### src/hw/rtl/itoa_pkg.sv
package itoa_pkg;

   // value and digit store geometry
   localparam int VALUE_WIDTH = 64;
   localparam int STORE_DEPTH = 20;
   localparam int DIGIT_W = 4;
   localparam int STORE_W = STORE_DEPTH * DIGIT_W;
   localparam int INDEX_W = $clog2(STORE_DEPTH);

   // double dabble: bits folded into the digits per cycle
   localparam int DABBLE_BITS = 4;
   localparam int DABBLE_STEPS = (VALUE_WIDTH + DABBLE_BITS - 1) / DABBLE_BITS;
   localparam int SHIFT_W = DABBLE_STEPS * DABBLE_BITS;
   localparam int STEP_W = $clog2(DABBLE_STEPS);

   // job queue between front and back
   localparam int QUEUE_DEPTH = 2;
   localparam int QPTR_W = $clog2(QUEUE_DEPTH);
   localparam int QCNT_W = $clog2(QUEUE_DEPTH + 1);

   // character codes
   localparam int CHAR_W = 7;
   localparam logic [CHAR_W-1:0] CHAR_ZERO = 7'h30;
   localparam logic [CHAR_W-1:0] CHAR_A = 7'h41;
   localparam logic [CHAR_W-1:0] CHAR_X = 7'h78;
   localparam logic [DIGIT_W-1:0] DIGIT_TEN = 4'd10;

   typedef struct packed {
      logic [63:0] value;
      logic        func;
   } req_payload_type;

   typedef struct packed {
      logic [CHAR_W-1:0] char_code;
      logic              last;
   } rsp_payload_type;

   // classified job handed from front to back
   typedef struct packed {
      logic [VALUE_WIDTH-1:0] value;
      logic                   hex;
      logic                   zero;
   } job_type;

   typedef struct packed {
      logic    valid;
      job_type job;
   } push_type;

   typedef struct packed {
      logic full;
      logic empty;
   } queue_status_type;

   // ascii code of one digit, uppercase hex letters
   function automatic logic [CHAR_W-1:0] digit_char(input logic [DIGIT_W-1:0] d);
      logic [CHAR_W-1:0] c;
      if (d < DIGIT_TEN) begin
         c = CHAR_ZERO + CHAR_W'(d);
      end else begin
         c = CHAR_A + CHAR_W'(d - DIGIT_TEN);
      end
      return c;
   endfunction

endpackage

### src/hw/rtl/itoa_front.sv
module itoa_front
   import itoa_pkg::*;
(
   input  logic             req_valid,
   output logic             req_ready,
   input  req_payload_type  req_payload,
   input  queue_status_type queue_status,
   output push_type         push
);

   logic [VALUE_WIDTH-1:0] masked;

   // accept whenever the queue has a free slot
   assign req_ready = !queue_status.full;

   // classify: mask to the value width, mode, zero value
   assign masked = req_payload.value[VALUE_WIDTH-1:0];

   always_comb begin
      push.valid = req_valid && !queue_status.full;
      push.job.value = masked;
      push.job.hex = req_payload.func;
      push.job.zero = (masked == '0);
   end

endmodule

### src/hw/rtl/itoa_queue.sv
module itoa_queue
   import itoa_pkg::*;
(
   input  logic             clock,
   input  logic             reset,
   input  push_type         push,
   input  logic             pop,
   output job_type          head,
   output queue_status_type status
);

   job_type           slot_ff [QUEUE_DEPTH];
   logic [QPTR_W-1:0] wr_ptr_ff, wr_ptr_in;
   logic [QPTR_W-1:0] rd_ptr_ff, rd_ptr_in;
   logic [QCNT_W-1:0] count_ff, count_in;
   logic              do_push, do_pop;

   assign status.full = (count_ff == QCNT_W'(QUEUE_DEPTH));
   assign status.empty = (count_ff == '0);
   assign do_push = push.valid && !status.full;
   assign do_pop = pop && !status.empty;
   assign head = slot_ff[rd_ptr_ff];

   // pointer and fill count update
   always_comb begin
      wr_ptr_in = wr_ptr_ff;
      rd_ptr_in = rd_ptr_ff;
      count_in = count_ff;
      if (do_push) begin
         wr_ptr_in = (wr_ptr_ff == QPTR_W'(QUEUE_DEPTH - 1)) ? '0 : wr_ptr_ff + 1'b1;
      end
      if (do_pop) begin
         rd_ptr_in = (rd_ptr_ff == QPTR_W'(QUEUE_DEPTH - 1)) ? '0 : rd_ptr_ff + 1'b1;
      end
      if (do_push && !do_pop) begin
         count_in = count_ff + 1'b1;
      end else if (do_pop && !do_push) begin
         count_in = count_ff - 1'b1;
      end
   end

   always_ff @(posedge clock) begin
      if (reset) begin
         wr_ptr_ff <= '0;
         rd_ptr_ff <= '0;
         count_ff <= '0;
      end else begin
         wr_ptr_ff <= wr_ptr_in;
         rd_ptr_ff <= rd_ptr_in;
         count_ff <= count_in;
      end
   end

   // slot storage
   always_ff @(posedge clock) begin
      if (do_push) begin
         slot_ff[wr_ptr_ff] <= push.job;
      end
   end

endmodule

### src/hw/rtl/itoa_back.sv
module itoa_back
   import itoa_pkg::*;
(
   input  logic             clock,
   input  logic             reset,
   input  job_type          head,
   input  queue_status_type queue_status,
   output logic             pop,
   output logic             rsp_valid,
   input  logic             rsp_ready,
   output rsp_payload_type  rsp_payload
);

   localparam logic [2:0] ST_IDLE = 3'd0;
   localparam logic [2:0] ST_CONV = 3'd1;
   localparam logic [2:0] ST_SIZE = 3'd2;
   localparam logic [2:0] ST_PRE0 = 3'd3;
   localparam logic [2:0] ST_PREX = 3'd4;
   localparam logic [2:0] ST_EMIT = 3'd5;

   logic [2:0]         state_ff, state_in;
   logic [STORE_W-1:0] digits_ff, digits_in;
   logic [SHIFT_W-1:0] shift_ff, shift_in;
   logic [STEP_W-1:0]  step_ff, step_in;
   logic [INDEX_W-1:0] ptr_ff, ptr_in;
   logic               hex_ff, hex_in;
   logic               rsp_valid_ff, rsp_valid_in;
   rsp_payload_type    rsp_payload_ff, rsp_payload_in;

   logic               out_free;
   logic [STORE_W-1:0] dab_digits;
   logic [SHIFT_W-1:0] dab_shift;
   logic [INDEX_W-1:0] top_index;
   logic [DIGIT_W-1:0] cur_digit;

   assign out_free = !rsp_valid_ff || rsp_ready;
   assign pop = (state_ff == ST_IDLE) && !queue_status.empty;
   assign cur_digit = digits_ff[ptr_ff * DIGIT_W +: DIGIT_W];
   assign rsp_valid = rsp_valid_ff;
   assign rsp_payload = rsp_payload_ff;

   // double dabble: fold a few value bits into the bcd digits, msb first
   always_comb begin
      dab_digits = digits_ff;
      dab_shift = shift_ff;
      for (int b = 0; b < DABBLE_BITS; b++) begin
         for (int i = 0; i < STORE_DEPTH; i++) begin
            if (dab_digits[i*DIGIT_W +: DIGIT_W] >= 4'd5) begin
               dab_digits[i*DIGIT_W +: DIGIT_W] = dab_digits[i*DIGIT_W +: DIGIT_W] + 4'd3;
            end
         end
         dab_digits = {dab_digits[STORE_W-2:0], dab_shift[SHIFT_W-1]};
         dab_shift = {dab_shift[SHIFT_W-2:0], 1'b0};
      end
   end

   // index of the most significant nonzero digit, zero when all are zero
   always_comb begin
      top_index = '0;
      for (int i = 0; i < STORE_DEPTH; i++) begin
         if (digits_ff[i*DIGIT_W +: DIGIT_W] != '0) begin
            top_index = INDEX_W'(i);
         end
      end
   end

   // sequencer and output register
   always_comb begin
      state_in = state_ff;
      digits_in = digits_ff;
      shift_in = shift_ff;
      step_in = step_ff;
      ptr_in = ptr_ff;
      hex_in = hex_ff;
      rsp_valid_in = rsp_valid_ff && !rsp_ready;
      rsp_payload_in = rsp_payload_ff;
      unique case (state_ff)
         ST_IDLE: begin
            if (!queue_status.empty) begin
               hex_in = head.hex;
               step_in = '0;
               shift_in = SHIFT_W'(head.value);
               if (head.hex || head.zero) begin
                  digits_in = STORE_W'(head.value);
                  state_in = ST_SIZE;
               end else begin
                  digits_in = '0;
                  state_in = ST_CONV;
               end
            end
         end
         ST_CONV: begin
            digits_in = dab_digits;
            shift_in = dab_shift;
            step_in = step_ff + 1'b1;
            if (step_ff == STEP_W'(DABBLE_STEPS - 1)) begin
               state_in = ST_SIZE;
            end
         end
         ST_SIZE: begin
            ptr_in = top_index;
            state_in = hex_ff ? ST_PRE0 : ST_EMIT;
         end
         ST_PRE0: begin
            if (out_free) begin
               rsp_valid_in = 1'b1;
               rsp_payload_in.char_code = CHAR_ZERO;
               rsp_payload_in.last = 1'b0;
               state_in = ST_PREX;
            end
         end
         ST_PREX: begin
            if (out_free) begin
               rsp_valid_in = 1'b1;
               rsp_payload_in.char_code = CHAR_X;
               rsp_payload_in.last = 1'b0;
               state_in = ST_EMIT;
            end
         end
         ST_EMIT: begin
            if (out_free) begin
               rsp_valid_in = 1'b1;
               rsp_payload_in.char_code = digit_char(cur_digit);
               rsp_payload_in.last = (ptr_ff == '0);
               if (ptr_ff == '0) begin
                  state_in = ST_IDLE;
               end else begin
                  ptr_in = ptr_ff - 1'b1;
               end
            end
         end
         default: begin
            state_in = ST_IDLE;
         end
      endcase
   end

   always_ff @(posedge clock) begin
      if (reset) begin
         state_ff <= ST_IDLE;
         rsp_valid_ff <= 1'b0;
         step_ff <= '0;
         ptr_ff <= '0;
         hex_ff <= 1'b0;
      end else begin
         state_ff <= state_in;
         rsp_valid_ff <= rsp_valid_in;
         step_ff <= step_in;
         ptr_ff <= ptr_in;
         hex_ff <= hex_in;
      end
   end

   // datapath registers
   always_ff @(posedge clock) begin
      digits_ff <= digits_in;
      shift_ff <= shift_in;
      rsp_payload_ff <= rsp_payload_in;
   end

endmodule

### src/hw/rtl/integer_to_ascii_digits_top.sv
// channel | ports                            | beat
// req     | req_valid req_ready req_payload  | value (64b), func (1b: 0 dec, 1 hex)
// rsp     | rsp_valid rsp_ready rsp_payload  | char_code (7b), last (1b)
//
// decimal: a load state, double dabble steps (4 bits a cycle), a sizing state,
// then one character a cycle while rsp is not stalled, for up to 20 digits
// hex: load, sizing, "0x" and up to 16 digits
// a two-entry job queue takes new beats while the back end is busy
// reset is synchronous and clears all control state; a stalled rsp holds the back end
module integer_to_ascii_digits_top
   import itoa_pkg::*;
(
   input  logic            clock,
   input  logic            reset,
   input  logic            req_valid,
   output logic            req_ready,
   input  req_payload_type req_payload,
   output logic            rsp_valid,
   input  logic            rsp_ready,
   output rsp_payload_type rsp_payload
);

   queue_status_type queue_status;
   push_type         push;
   job_type          head;
   logic             pop;

   // accept and classify
   itoa_front u_front (
      .req_valid    (req_valid),
      .req_ready    (req_ready),
      .req_payload  (req_payload),
      .queue_status (queue_status),
      .push         (push)
   );

   // job queue
   itoa_queue u_queue (
      .clock  (clock),
      .reset  (reset),
      .push   (push),
      .pop    (pop),
      .head   (head),
      .status (queue_status)
   );

   // digit extraction and character output
   itoa_back u_back (
      .clock        (clock),
      .reset        (reset),
      .head         (head),
      .queue_status (queue_status),
      .pop          (pop),
      .rsp_valid    (rsp_valid),
      .rsp_ready    (rsp_ready),
      .rsp_payload  (rsp_payload)
   );

endmodule

### config.mk
export PLATFORM = sky130hd
export DESIGN_NAME = integer_to_ascii_digits_top
export DESIGN_NICKNAME = d
export VERILOG_FILES = /design/src/hw/rtl/itoa_pkg.sv /design/src/hw/rtl/itoa_front.sv /design/src/hw/rtl/itoa_queue.sv /design/src/hw/rtl/itoa_back.sv /design/src/hw/rtl/integer_to_ascii_digits_top.sv
export SDC_FILE = /design/constraint.sdc
export NUM_CORES = 1
export LEC_CHECK = 0
export ABC_CLOCK_PERIOD_IN_PS = 5300
export BUFFER_PORTS_ARGS = -buffer_cell sky130_fd_sc_hd__buf_4
export CAP_MARGIN = 40
export CORE_AREA = 2 2 228 230
export DETAILED_ROUTE_END_ITERATION = 6
export DIE_AREA = 0 0 230 232
export SLEW_MARGIN = 20
export SYNTH_ARGS = -nofsm -noshare
export SYNTH_HDL_FRONTEND = slang
export SYNTH_SLANG_ARGS = --single-unit
### constraint.sdc
create_clock -name clock -period 5.3 [get_ports clock]
set_input_delay 1.06 -clock clock [delete_from_list [all_inputs] [get_ports clock]]
set_output_delay 1.06 -clock clock [all_outputs]
set_load 0.1 [all_outputs]
; ---- Word-level counts from Yosys, hierarchy flattened
; Memory sizes are Yosys's and may differ from the RTL's. A register that Yosys moved wholly into a read port is not among the register bits.
; Index checks and enable logic that the tools add are counted.
[word_totals]
ramBits = 132
inputBits = 69
reg_bits = 170
rom_bits = 0
out_inout_bits = 10
mem_count = 1
latchBits = 0
[op_classes]
div_mod_pow = 0
mux = 133
n_addsub = 89
bitwise_logic = 1
shift = 1
magnitude_cmp = 81
reduce_logical = 48
n_eq_ne = 14
mul = 0
[memory_table]
columns = memory, depth, word_bits, read_ports, rd_ports_with_merged_regs, write_ports, line_no
row1 = u_queue.slot_ff, 2, 66, 1, 1, 1, itoa_queue.sv:12  ; job_type slot_ff [QUEUE_DEPTH];
[ops]
columns = operator, count
row1 = two-way mux 4 bit, 85
row2 = "greater-or-equal comparator 4 x 3 -> 1 bit, second input constant", 80
row3 = "adder 4 x 2 -> 4 bit, second input constant", 76
row4 = one-hot mux 80 bit (2 select lines), 1
row5 = two-way mux 64 bit, 2
row6 = one-hot mux 64 bit (2 select lines), 1
row7 = two-way mux 80 bit, 1
row8 = indexed part select 80 x 8 -> 4 bit, 1
row9 = nonzero test 4 bit, 19
row10 = logical NOT 64 bit, 1
row11 = two-way mux 3 bit, 15
row12 = two-way mux 5 bit, 6
row13 = two-way mux 8 bit, 3
row14 = one-hot mux 8 bit (3 select lines), 1
row15 = one-hot mux 3 bit (6 select lines), 1
row16 = "adder 3 x 2 -> 3 bit, second input constant", 4
row17 = two-way mux 2 bit, 5
row18 = "inequality test 2 x 1 -> 1 bit, second input constant", 5
row19 = one-hot mux 5 bit (2 select lines), 1
row20 = two-way mux 1 bit, 9
row21 = one-hot mux 4 bit (2 select lines), 1
row22 = "adder 6 x 4 -> 7 bit, first input constant", 1
row23 = "adder 7 bit, first input constant", 1
row24 = logical AND 1 bit, 7
row25 = other kinds (27), 40

; ---- Logic depth before layout (Yosys ltp)
; Gate-level depths: netlist of run 1.
[logic_depth]
depth_word = 21
mapped_depth = 20
mapped_depth_nobuf = 20

; ---- By module
; A second synthesis of run 1 with hierarchy kept.
[hier_totals]
cells_unflattened = 2490
area_unflattened_um2 = 23660.2
[by_module_without_submodules]
columns = mod, area_per_inst_um2, cells_per_inst, n_inst
row1 = itoa_back, 18031.0, 2172, 1
row2 = itoa_queue, 4987.3, 230, 1
row3 = itoa_front, 641.9, 88, 1

; ---- Worst setup path before layout of run 1
; OpenSTA, ideal clock, no wires.
[synth_timing]
path_type = flip-flop to flip-flop
from = register u_back.state_ff[2]
to = register u_back.step_ff[2]
n_path_buf = 2
arrival_time_ps = 4848
required_ps = 5172
slack_ps = 324
stages_incl_launch_ff = 8
synth_period_minus_slack_ps = 4976
path_cell_list = dfxtp_1 -> clkbuf_1 -> or4_1 -> clkbuf_1 -> nand2_1 -> o21ai_0 -> a21oi_1 -> nor2_1
[synth_via]
elab_chain_len = 3
[synth_rtl]
columns = item, line_no
row1 = start: declaration, itoa_back.sv:21  ; logic [2:0] state_ff, state_in;
row2 = start signal: assignment, itoa_back.sv:146  ; state_ff <= state_in;
row3 = logical NOT 3 bit / == test 3 x 1 -> 1 bit (equally long branches), itoa_back.sv:77  ; unique case (state_ff)
row4 = inequality test 2 bit (no line) / nonzero test 2 bit (equally long branches), n/a
row5 = AND reduction 2 bit (no line), n/a
row6 = end signal: assignment, itoa_back.sv:148  ; step_ff <= step_in;
row7 = end: declaration, itoa_back.sv:24  ; logic [STEP_W-1:0] step_ff, step_in;
; Several ways; a longest one is shown, not always the timed one.
; A chain may end at the register's enable or synchronous reset.

; ---- Final worst setup path of run 1
[layout_timing]
from = register u_back.digits_ff[64]
to = register u_back.digits_ff[66], data pin
[layout_via]
elab_chain_len = 9
[layout_rtl]
columns = item, line_no
row1 = start: declaration, itoa_back.sv:22  ; logic [STORE_W-1:0] digits_ff, digits_in;
row2 = start signal: assignment, itoa_back.sv:156  ; digits_ff <= digits_in;
row3 = adder 4 x 2 -> 4 bit / greater-or-equal comparator 4 x 3 -> 1 bit (equally long branches), "itoa_back.sv:49, itoa_back.sv:48"
row4 = two-way mux 4 bit *, itoa_back.sv:48  ; if (dab_digits[i*DIGIT_W +: DIGIT_W] >= 4'd5) begin
row5 = adder 4 x 2 -> 4 bit / greater-or-equal comparator 4 x 3 -> 1 bit (equally long branches), "itoa_back.sv:49, itoa_back.sv:48"
row6 = two-way mux 4 bit *, itoa_back.sv:48
row7 = greater-or-equal comparator 4 x 3 -> 1 bit / adder 4 x 2 -> 4 bit (equally long branches), "itoa_back.sv:48, itoa_back.sv:49"
row8 = two-way mux 4 bit *, itoa_back.sv:48
row9 = adder 4 x 2 -> 4 bit / greater-or-equal comparator 4 x 3 -> 1 bit (equally long branches), "itoa_back.sv:49, itoa_back.sv:48"
row10 = two-way mux 4 bit *, itoa_back.sv:48
row11 = one-hot mux 80 bit (2 select lines) *, itoa_back.sv:77
; Every way passes the cells marked *; elsewhere a longest branch is shown, timed or not.

==> summary.txt, run 1 <==
Routing
  • Wire length per cell: 18.8 um
  • Final ANT Viol Nets: 0
  • DRT iter0 DRCs: 1490
  • DRC violations left: 0
  • Drt first pass iters: 5
  • Via count: 18.6k
  • Final WL: 58500 um
  • Vias per cell: 5.99

Clock tree
  • Root Buffer Master: clkbuf_16
  • CTS tree: yes
  • Hold buffers post-CTS: 0
  • Post-CTS Setup Repair Bufs: 0
  • Skew-Pair Late Insertion Delay: 0.56 ns
  • # H-tree levels: 2
  • Max Root-Sink Buffers: 3
  • Post_cts resized: 0
  • Worst-path clk slew: 0.06 ns
  • Sink Count: 303
  • CTS Buf Count: 35

Global route
  • GRT met2 Usage: 34.1%
  • Pin count of the biggest net entering global routing: 104
  • Initial antenna violation count: 0
  • Vias in the first global route: 17.5k
  • Gr busiest metal: met2
  • Met3 Usage GRT: 2.97%
  • Gr usage total: 21.5%
  • M1 GR Usage: 30.6%
  • First-pass GRT wire length: 92400 um
  • GR Overflow Total: 0

Logic synthesis
  • Avg Inst Size Synth: 9.53 um2
  • Top FF cell, synth: edfxtp_1
  • Post-synth cell types: 90
  • Largest cells by area after synthesis: edfxtp_1 38%, mux2i_1 5.3%, ha_1 5.2%, a21oi_1 4.1%, o21ai_0 3.8%
  • Sequential fraction of the synthesis area: 39.3%
  • Synth Warn #: 0
  • Yosys reg bits: 303
  • Cells after Synth: 2378
  • Async S/R FF share, synth: 0%
  • Largest area contributor in the netlist: edfxtp_1
  • Post-synth EDFFs: 284
  • Synthesized area: 22700 um2
  • Synth top area share: 37.6%
  • Syn nets: 2541

Floorplanning
  • Starting density of the core: 44.5%
  • IO Pins: 79
  • Die height: 232 um
  • # rows: 83
  • Die ar.: 53400 um2
  • Core Region: 50900 um2
  • Die extent in x: 230 um

Layout
  • Layout cells sized above 1: 12.1%
  • Final nets: 2566
  • Area grow syn2layout: 9.95%
  • Register Area: 8910 um2
  • Area of the multi-input gates: 12900 um2
  • Filler instances: 4706
  • Number of diodes: 0

STA
  • Unrepaired setup endpoints after global routing: false
  • Worst Skew: 0.0210 ns
  • Slew @ Worst Pin: 0.816 ns
  • Max Slew Vio Count: 0
  • Final worst path period share: 85.8%
  • Final setup TNS: 0 ns
  • Final hold vios: 0
  • Period minus WS final: 4.55 ns
  • Relative slew slack: 45.6%
  • Final setup vio count: 0
  • Fmax: 0.220 GHz

Critical path
  • Largest fanout on the critical path: 7
  • CP max-delay cell: edfxtp_1
  • Crit. Startpoint: u_back.digits_ff[64]
  • Setup crit start kind: flip-flop
  • CP Capture Type: flip-flop
  • FF-to-FF End: u_back.digits_ff[66]
  • CP peak stage delay: 0.50 ns
  • R2R Path Start: u_back.digits_ff[64]
  • Required time of the critical path: 5.60 ns
  • Worst r2r path cells: 20
  • R2r setup slk: 0.75 ns
  • Data arrival, critical path: 4.85 ns
  • Kind of critical path: reg2reg
  • Cell Chain, Critical Path: inv_1, ha_1, nor2b_1, o21ai_0, nor2_1, inv_1, ha_1, o21bai_1, a211oi_1, nor2_1, inv_1, ha_1, a2111o_1, o211a_1, a2bb2oi_1, inv_1, ha_1, o21ai_0, a21o_1, nor3_1

Worst hold path
  • Hold Path Class: reg2reg
  • WHS Endpoint: u_back.step_ff[3]
  • Worst hold stages: 1
  • Hold_sp: u_back.step_ff[3]

Placement
  • Gpl congestion: 0.884
  • HPWL Detailed: 44400 um
  • I/O Buffers: 78

Run status
  • Status: completed

Flow run
  • Maxcap violations: 0
synth_stat cells, types with 30 or more instances:
cell / n
nor3_1: 63
a211oi_1: 61
nor2_1: 208
o21ai_0: 170
a21oi_1: 184
o21a_1: 35
nand3_1: 36
o21bai_1: 30
mux2i_1: 119
edfxtp_1: 284
clkbuf_1: 54
or3_1: 43
buf_2: 37
ha_1: 94
inv_1: 101
a211o_1: 34
nand2b_1: 42
and2_1: 47
nand2_1: 169
sequential cells by signal, summed over array words and instances, names as in the netlist, named ones only:
| register | count |
|---|---|
| u_back.step_ff | 4 |
| u_queue.count_ff | 2 |
| u_back.rsp_valid | 1 |
| u_queue.rd_ptr_ff | 1 |
| u_queue.slot_ff | 132 |
| u_back.rsp_payload | 8 |
| u_queue.wr_ptr_ff | 1 |
| u_back.hex_ff | 1 |
| u_back.shift_ff | 64 |
| u_back.state_ff | 3 |
| u_back.digits_ff | 80 |
| u_back.ptr_ff | 5 |
through the flow:
stage                     hold WS, ns  setup WS (ns)  cell area [um2]  utilization (%)  std cells
after floorplan                 0.448          0.324            22700                -       2378
after global placement          0.469           1.08            23800             46.7       3042
after detailed placement        0.479          0.864            23800             46.8       3045
after CTS                       0.491          0.833            24900             48.9       3101
after global routing            0.513          0.443            24900             48.9       3102
final                           0.489          0.751            24900             48.9       3102
cell families (layout without fill, tap and decap cells):
kind of cell               after synthesis  count (layout)  synth area share, %
AOI/OAI and AO/OA                      808             808                 24.7
xor gates and xnor gates                22              22                0.917
adders and majority gates               94              94                 5.19
buffers and inverters                  212             256                 3.78
DFF                                    303             303                 39.3
muxes                                  179             179                 9.52
and+or+nand+nor                        760             760                 16.6
how the worst max path moves through the flow:
stage / end / slack [ns] / depth (start not counted)
finish: u_back.digits_ff[66] / 0.75 / 20
global route: u_back.digits_ff[66] / 0.44 / 20
CTS: u_back.digits_ff[66] / 0.83 / 20
detailed placement: u_back.digits_ff[66] / 0.86 / 20
global placement: u_back.digits_ff[66] / 1.08 / 20
floorplan: u_back.step_ff[2] / 0.32 / 7
critical path: cells and delay by family, from the launching register on:
family / cells / cell delay, ns
and+or+nand+nor: 4 / 0.63
adders and majority gates: 4 / 0.94
DFF: 1 / 0.50
buffers and inverters: 4 / 0.40
AOI/OAI and AO/OA: 8 / 1.83
layout by cell type (no fill, tap or decap), types with 43 or more instances in the layout:
cell type  count
or3_1         43
nand2_1      166
inv_1        101
ha_1          94
nor3_1        63
a211oi_1      61
nor2_1       207
o21ai_0      170
and2_1        46
a21oi_1      184
edfxtp_1     284
buf_4         92
mux2i_1      119
layout make-up:
type | instances | area share (%)
Inverter | 104 | 1.57
Sequential cell | 303 | 35.8
Timing Repair Buffer | 96 | 3.12
Tap cell | 680 | 3.42
Clock buffer | 41 | 3.69
Clock inverter | 15 | 0.568
Multi-Input combinational cell | 1863 | 51.9
per-layer routing:
layer	vias to the layer above	wire (um)
met4	0	1480
met5	-	0
met2	515	26000
li1	9161	-
met3	85	3210
met1	8824	27700
Power of run 1 is not shown: default switching activity piles up to over one toggle a cycle in this logic, so the estimate is an artifact.
==> run 2, diff against run 1 <==
--- a/config.mk
+++ b/config.mk
@@ -7,2 +7,3 @@
 export LEC_CHECK = 0
+export ABC_AREA = 1
 export ABC_CLOCK_PERIOD_IN_PS = 5300
@@ -10,5 +11,5 @@
 export CAP_MARGIN = 40
-export CORE_AREA = 2 2 228 230
+export CORE_AREA = 2 2 221 223
 export DETAILED_ROUTE_END_ITERATION = 6
-export DIE_AREA = 0 0 230 232
+export DIE_AREA = 0 0 223 225
 export SLEW_MARGIN = 20
==> constraint.sdc (replaced) <==
create_clock -name clock -period 5.3 [get_ports clock]
set_input_delay 0.265 -clock clock [delete_from_list [all_inputs] [get_ports clock]]
set_output_delay 0.265 -clock clock [all_outputs]
set_load 0.1 [all_outputs]
==> summary.txt, run 2 <==
Run status
  • Status: completed

Logic synthesis
  • Async S/R FF share, synth: 0%
  • Synthesized area: 21400 um2
  • Post-synth EDFFs: 284
  • Most numerous cell in the Yosys netlist: nand2_1
  • Synth top area share: 39.9%
  • Largest area contributor in the netlist: edfxtp_1
  • Sequential fraction of the synthesis area: 41.7%
  • Post-synth cell types: 60
  • Synth Warn #: 0
  • Synth cell count leaders: 1029 x nand2_1, 340 x inv_1, 284 x edfxtp_1
  • Syn nets: 2978
  • Top FF cell, synth: edfxtp_1
  • Largest cells by area after synthesis: edfxtp_1 40%, nand2_1 18%, inv_1 6.0%, nand3_1 5.6%, ha_1 5.5%
  • Yosys reg bits: 303
  • Avg Inst Size Synth: 7.59 um2
  • Cells after Synth: 2815

Critical path
  • FF-to-FF End: u_back.digits_ff[78]
  • CP Capture Type: flip-flop
  • CP max-delay cell: edfxtp_1
  • Crit. Startpoint: u_back.digits_ff[76]
  • R2r setup slk: 1.43 ns
  • CP delay by family, top: simple AND/OR/NAND/NOR gates
  • CP endpoint: u_back.digits_ff[78]
  • Setup crit start kind: flip-flop
  • Data arrival, critical path: 4.15 ns
  • Worst path most repeated cell: nand2_1
  • Buf/Inv on CP: 6
  • CP peak stage delay: 0.37 ns
  • Largest fanout on the critical path: 3
  • Worst r2r path cells: 25
  • R2R Path Start: u_back.digits_ff[76]
  • Kind of critical path: reg2reg
  • Required time of the critical path: 5.59 ns
  • Critical Path Stages: 25

STA
  • Final hold vios: 0
  • Unrepaired setup endpoints after global routing: false
  • Hold Slack: 0.0573 ns
  • Max Slew Vio Count: 0
  • Final worst path period share: 72.9%
  • Final setup TNS: 0 ns
  • Worst Skew: 0.0162 ns
  • Period minus WS final: 3.87 ns
  • Slew @ Worst Pin: 0.785 ns
  • Fmax: 0.259 GHz
  • Final setup vio count: 0
  • Relative slew slack: 47.6%
  • Final WS setup: 1.43 ns

Layout
  • Commonest non-fill, non-tap cells in the layout: 1027 x nand2_1, 340 x inv_1, 284 x edfxtp_1, 239 x nand3_1, 113 x o21ai_0
  • Commonest non-fill, non-tap cell in the layout: nand2_1
  • Final nets: 3116
  • Number of diodes: 0
  • Area grow syn2layout: 14.6%
  • Fin area: 24500 um2
  • Top flop regs: u_queue.slot_ff (132), u_back.digits_ff (80), u_back.shift_ff (64)
  • Biggest register: u_queue.slot_ff
  • Max reg flops: 132
  • Layout cells sized above 1: 11.9%

Global route
  • Gr usage total: 21.5%
  • Initial antenna violation count: 0
  • First-pass GRT wire length: 87700 um
  • GRT met2 Usage: 35.3%
  • Pin count of the biggest net entering global routing: 84
  • M1 GR Usage: 29.6%
  • Vias in the first global route: 17.5k
  • Gr busiest metal: met2
  • Met3 Usage GRT: 2.74%
  • GR Overflow Total: 0

Routing
  • Drt first pass iters: 5
  • Via count: 18.7k
  • DRT iter0 DRCs: 1340
  • Final ANT Viol Nets: 0
  • DRC violations left: 0
  • Wire length per cell: 15.2 um
  • Vias per cell: 5.20
  • Final WL: 54600 um

Floorplanning
  • Die extent in x: 223 um
  • Core Region: 47500 um2
  • Starting density of the core: 44.9%
  • # rows: 80
  • IO Pins: 79
  • Die height: 225 um
  • Die ar.: 50200 um2

Placement
  • Setup WS pre-CTS: 1.42 ns
  • Cell Area, Placed: 22700 um2
  • Gpl congestion: 0.867
  • HPWL Detailed: 39900 um
  • I/O Buffers: 78

Clock tree
  • CTS Buf Count: 36
  • # H-tree levels: 2
  • CTS tree: yes
  • Skew-Pair Late Insertion Delay: 0.54 ns
  • Worst-path clk slew: 0.05 ns
  • Root Buffer Master: clkbuf_16
  • Max Root-Sink Buffers: 3
  • Sink Count: 303

Worst hold path
  • Worst hold stages: 4
  • Hold Path Class: in2reg

Flow run
  • Maxcap violations: 0
[run 2: cell types whose count changed after synthesis, sizes merged, moves of 44 or more]
cell    before   now
nor3        63     1
a211oi      70     1
a21oi      185    87
nand3       36   276
nand4        7    59
mux2i      122     2
nand2      169  1118
buf         54    10
nor2       208   113
inv        103   357
[run 2: final cells by class]
type / count / area, um2
clock inverter: 15 / 153
timing repair buffer: 162 / 1470
tap: 615 / 769
inverter: 359 / 1350
sequential: 303 / 8910
fill: 4448 / 23100
clock buffer: 48 / 987
multi-input combinational: 2091 / 10900
[run 2: cells by family (layout without fill, tap and decap cells)]
family / Yosys count / count (layout) / synth area share (%)
AND/OR/NAND/NOR: 1641 / 1641 / 34.2
buffers and inverters: 421 / 584 / 7.65
AO/OA/AOI/OAI: 321 / 321 / 8.82
flip-flops: 303 / 303 / 41.7
adder cells (fa/ha/maj): 94 / 94 / 5.50
XOR/XNOR: 33 / 33 / 2.02
multiplexers: 2 / 2 / 0.0937
[run 2: worst min-delay path by stage]
stage / to / startpoint
global placement: flip-flop / u_queue.rd_ptr_ff
global route: u_back.rsp_valid / rsp_ready
floorplan: u_back.rsp_valid / reset
CTS: u_back.rsp_valid / rsp_ready
finish: u_back.rsp_valid / rsp_ready
detailed placement: flip-flop / u_queue.rd_ptr_ff
[run 2: worst reg2reg max path, stage by stage, from the launching register on]
cell	delay [ns]
edfxtp_1	0.37
inv_1	0.08
ha_1	0.20
inv_1	0.09
nand2_1	0.07
nand2_1	0.12
xor2_1	0.27
ha_1	0.21
inv_1	0.05
o21ai_1	0.11
nand2_1	0.10
xor2_1	0.24
ha_1	0.22
inv_1	0.04
o21bai_1	0.15
nand2_1	0.10
xor2_1	0.27
ha_1	0.20
inv_1	0.05
or2_2	0.26
nand3_1	0.08
nand2_1	0.07
inv_1	0.10
nand2_1	0.05
nand2_1	0.06
nor2_1	0.04
[run 2: per-layer routing]
metal | part of all wire (%) | up-vias | routed length (um)
li1 | - | 9582 | -
met1 | 47 | 8567 | 25800
met2 | 45 | 445 | 24600
met3 | 5.1 | 86 | 2800
met4 | 2.7 | 0 | 1480
met5 | 0 | - | 0
[run 2: per-stage QoR]
stage,utilization (%),std cells
after floorplan,-,2815
after global placement,47.5,3461
after detailed placement,47.7,3463
after CTS,51.5,3592
after global routing,51.5,3593
final,51.5,3593
[run 2: repair_timing]
action                                  4_1_cts  5_1_grt
hold buffers                                 66        0
resized for setup                             0        0
endpoints found under the setup margin        0        0
endpoints found under the hold margin       136        0
buffers inserted                              0        0
Power of run 2 is left out for the same reason.
==> run 3, diff against run 2 <==
Settings changed: ABC_CLOCK_PERIOD_IN_PS 5300 to 3800.
Clock period 5.3 ns to 3.8 ns, I/O delays scaled along.
==> summary.txt, run 3 (synthesized netlist as in run 2, its figures left out) <==
Critical path
  • CP Capture Type: flip-flop
  • Kind of critical path: reg2reg
  • Setup crit start kind: flip-flop
  • Largest fanout on the critical path: 3
  • Data arrival, critical path: 3.86 ns
  • Required time of the critical path: 4.09 ns

Placement
  • I/O Buffers: 78
  • Setup WS pre-CTS: -0.160 ns
  • Cell Area, Placed: 22700 um2
  • Placed Instances: 3466
  • Gpl congestion: 0.837
  • HPWL Detailed: 39000 um

Routing
  • Wire length per cell: 14.9 um
  • DRT iter0 DRCs: 1277
  • Drt first pass iters: 5
  • DRC violations left: 0
  • Via count: 18.8k
  • Vias per cell: 5.21
  • Final WL: 53800 um
  • Final ANT Viol Nets: 0

Layout
  • Number of diodes: 0
  • Non-filler instance count after layout: 3612
  • Biggest register: u_queue.slot_ff
  • Final nets: 3134
  • Commonest non-fill, non-tap cell in the layout: nand2_1
  • Top flop regs: u_queue.slot_ff (132), u_back.digits_ff (80), u_back.shift_ff (64)
  • Max reg flops: 132
  • Fin area: 24800 um2
  • Commonest non-fill, non-tap cells in the layout: 1020 x nand2_1, 330 x inv_1, 284 x edfxtp_1, 237 x nand3_1, 112 x o21ai_0
  • Layout cells sized above 1: 13.6%
  • Area grow syn2layout: 16.1%

Floorplanning
  • # rows: 80
  • IO Pins: 79
  • Die ar.: 50200 um2
  • Core Region: 47500 um2
  • Die extent in x: 223 um
  • Starting density of the core: 44.9%
  • Die height: 225 um

Flow run
  • Maxcap violations: 0

STA
  • Final worst path period share: 93.8%
  • Relative slew slack: 51.2%
  • Max Slew Vio Count: 0
  • Worst Skew: 0.0314 ns
  • Final hold vios: 0
  • Final setup TNS: 0 ns
  • Final WS setup: 0.236 ns
  • Final setup vio count: 0
  • Slew @ Worst Pin: 0.732 ns
  • Fmax: 0.281 GHz
  • Period minus WS final: 3.56 ns

Global route
  • GR Overflow Total: 0
  • Vias in the first global route: 17.6k
  • Gr usage total: 21.1%
  • Initial antenna violation count: 0
  • Pin count of the biggest net entering global routing: 116
  • First-pass GRT wire length: 85800 um

Clock tree
  • Skew-Pair Late Insertion Delay: 0.56 ns
  • Sink Count: 303
  • # H-tree levels: 2
  • CTS Buf Count: 37
  • Root Buffer Master: clkbuf_16
  • CTS tree: yes
  • Worst-path clk slew: 0.06 ns
  • Max Root-Sink Buffers: 3

Worst hold path
  • Hold Path Class: in2reg

Run status
  • Status: completed
-- run 3: worst paths after layout --
path         cells after the start                  from                    to  slack, ns
max                             24  u_back.digits_ff[77]  u_back.digits_ff[78]       0.24
min                              5             req_valid     u_queue.wr_ptr_ff       0.16
max reg2reg                     24  u_back.digits_ff[77]  u_back.digits_ff[78]       0.24
min reg2reg                      1     u_queue.rd_ptr_ff             flip-flop       0.45
-- run 3: metrics by stage --
step,hold slack [ns],utilization (%)
2_1_floorplan,0.259,-
3_3_place_gp,0.383,47.7
3_5_place_dp,0.386,47.7
4_1_cts,0.139,51.7
5_1_grt,0.165,52.2
6_report,0.156,52.2
-- run 3: worst max-delay path, stage by stage, from the launching register on --
cell and delay (ns):
edfxtp_1 0.44, inv_2 0.14, ha_4 0.15, inv_4 0.04
nand2_4 0.06, nand2_4 0.07, buf_4 0.14, a21oi_1 0.29
o21ai_2 0.11, nand2_2 0.12, xor2_2 0.20, ha_2 0.21
inv_1 0.04, o21bai_1 0.17, nand2_1 0.13, xor2_2 0.20
ha_2 0.21, inv_2 0.04, or2_4 0.22, nand3_2 0.06
nand2_2 0.06, inv_2 0.07, nand2_1 0.05, nand2_1 0.05
nor2_1 0.04
-- run 3: cell type report --
cell class	instances	area, um2
fillers	4359	22700
repair buffers	179	1570
well taps	615	769
clock buffers	45	966
flip-flops and latches	303	8910
multi-input cells	2091	11000
clock inverters	20	186
inverters	359	1360
-- run 3: metal layers --
layer	vias to the layer above	part of all wire, %	track usage, %
li1	9611	-	-
met1	8698	47	27.9
met2	435	46	35.9
met3	89	4.3	2.54
met4	0	3.1	7.21
met5	-	0	0
-- run 3: repair_timing --
item	CTS	global route
hold buffers	67	0
endpoints found under the setup margin	2	10
resized for setup	7	41
cloned	0	0
setup buffers	2	12
hold endpoints to repair	136	0
pin swaps	4	14
Power of run 3 is left out for the same reason.
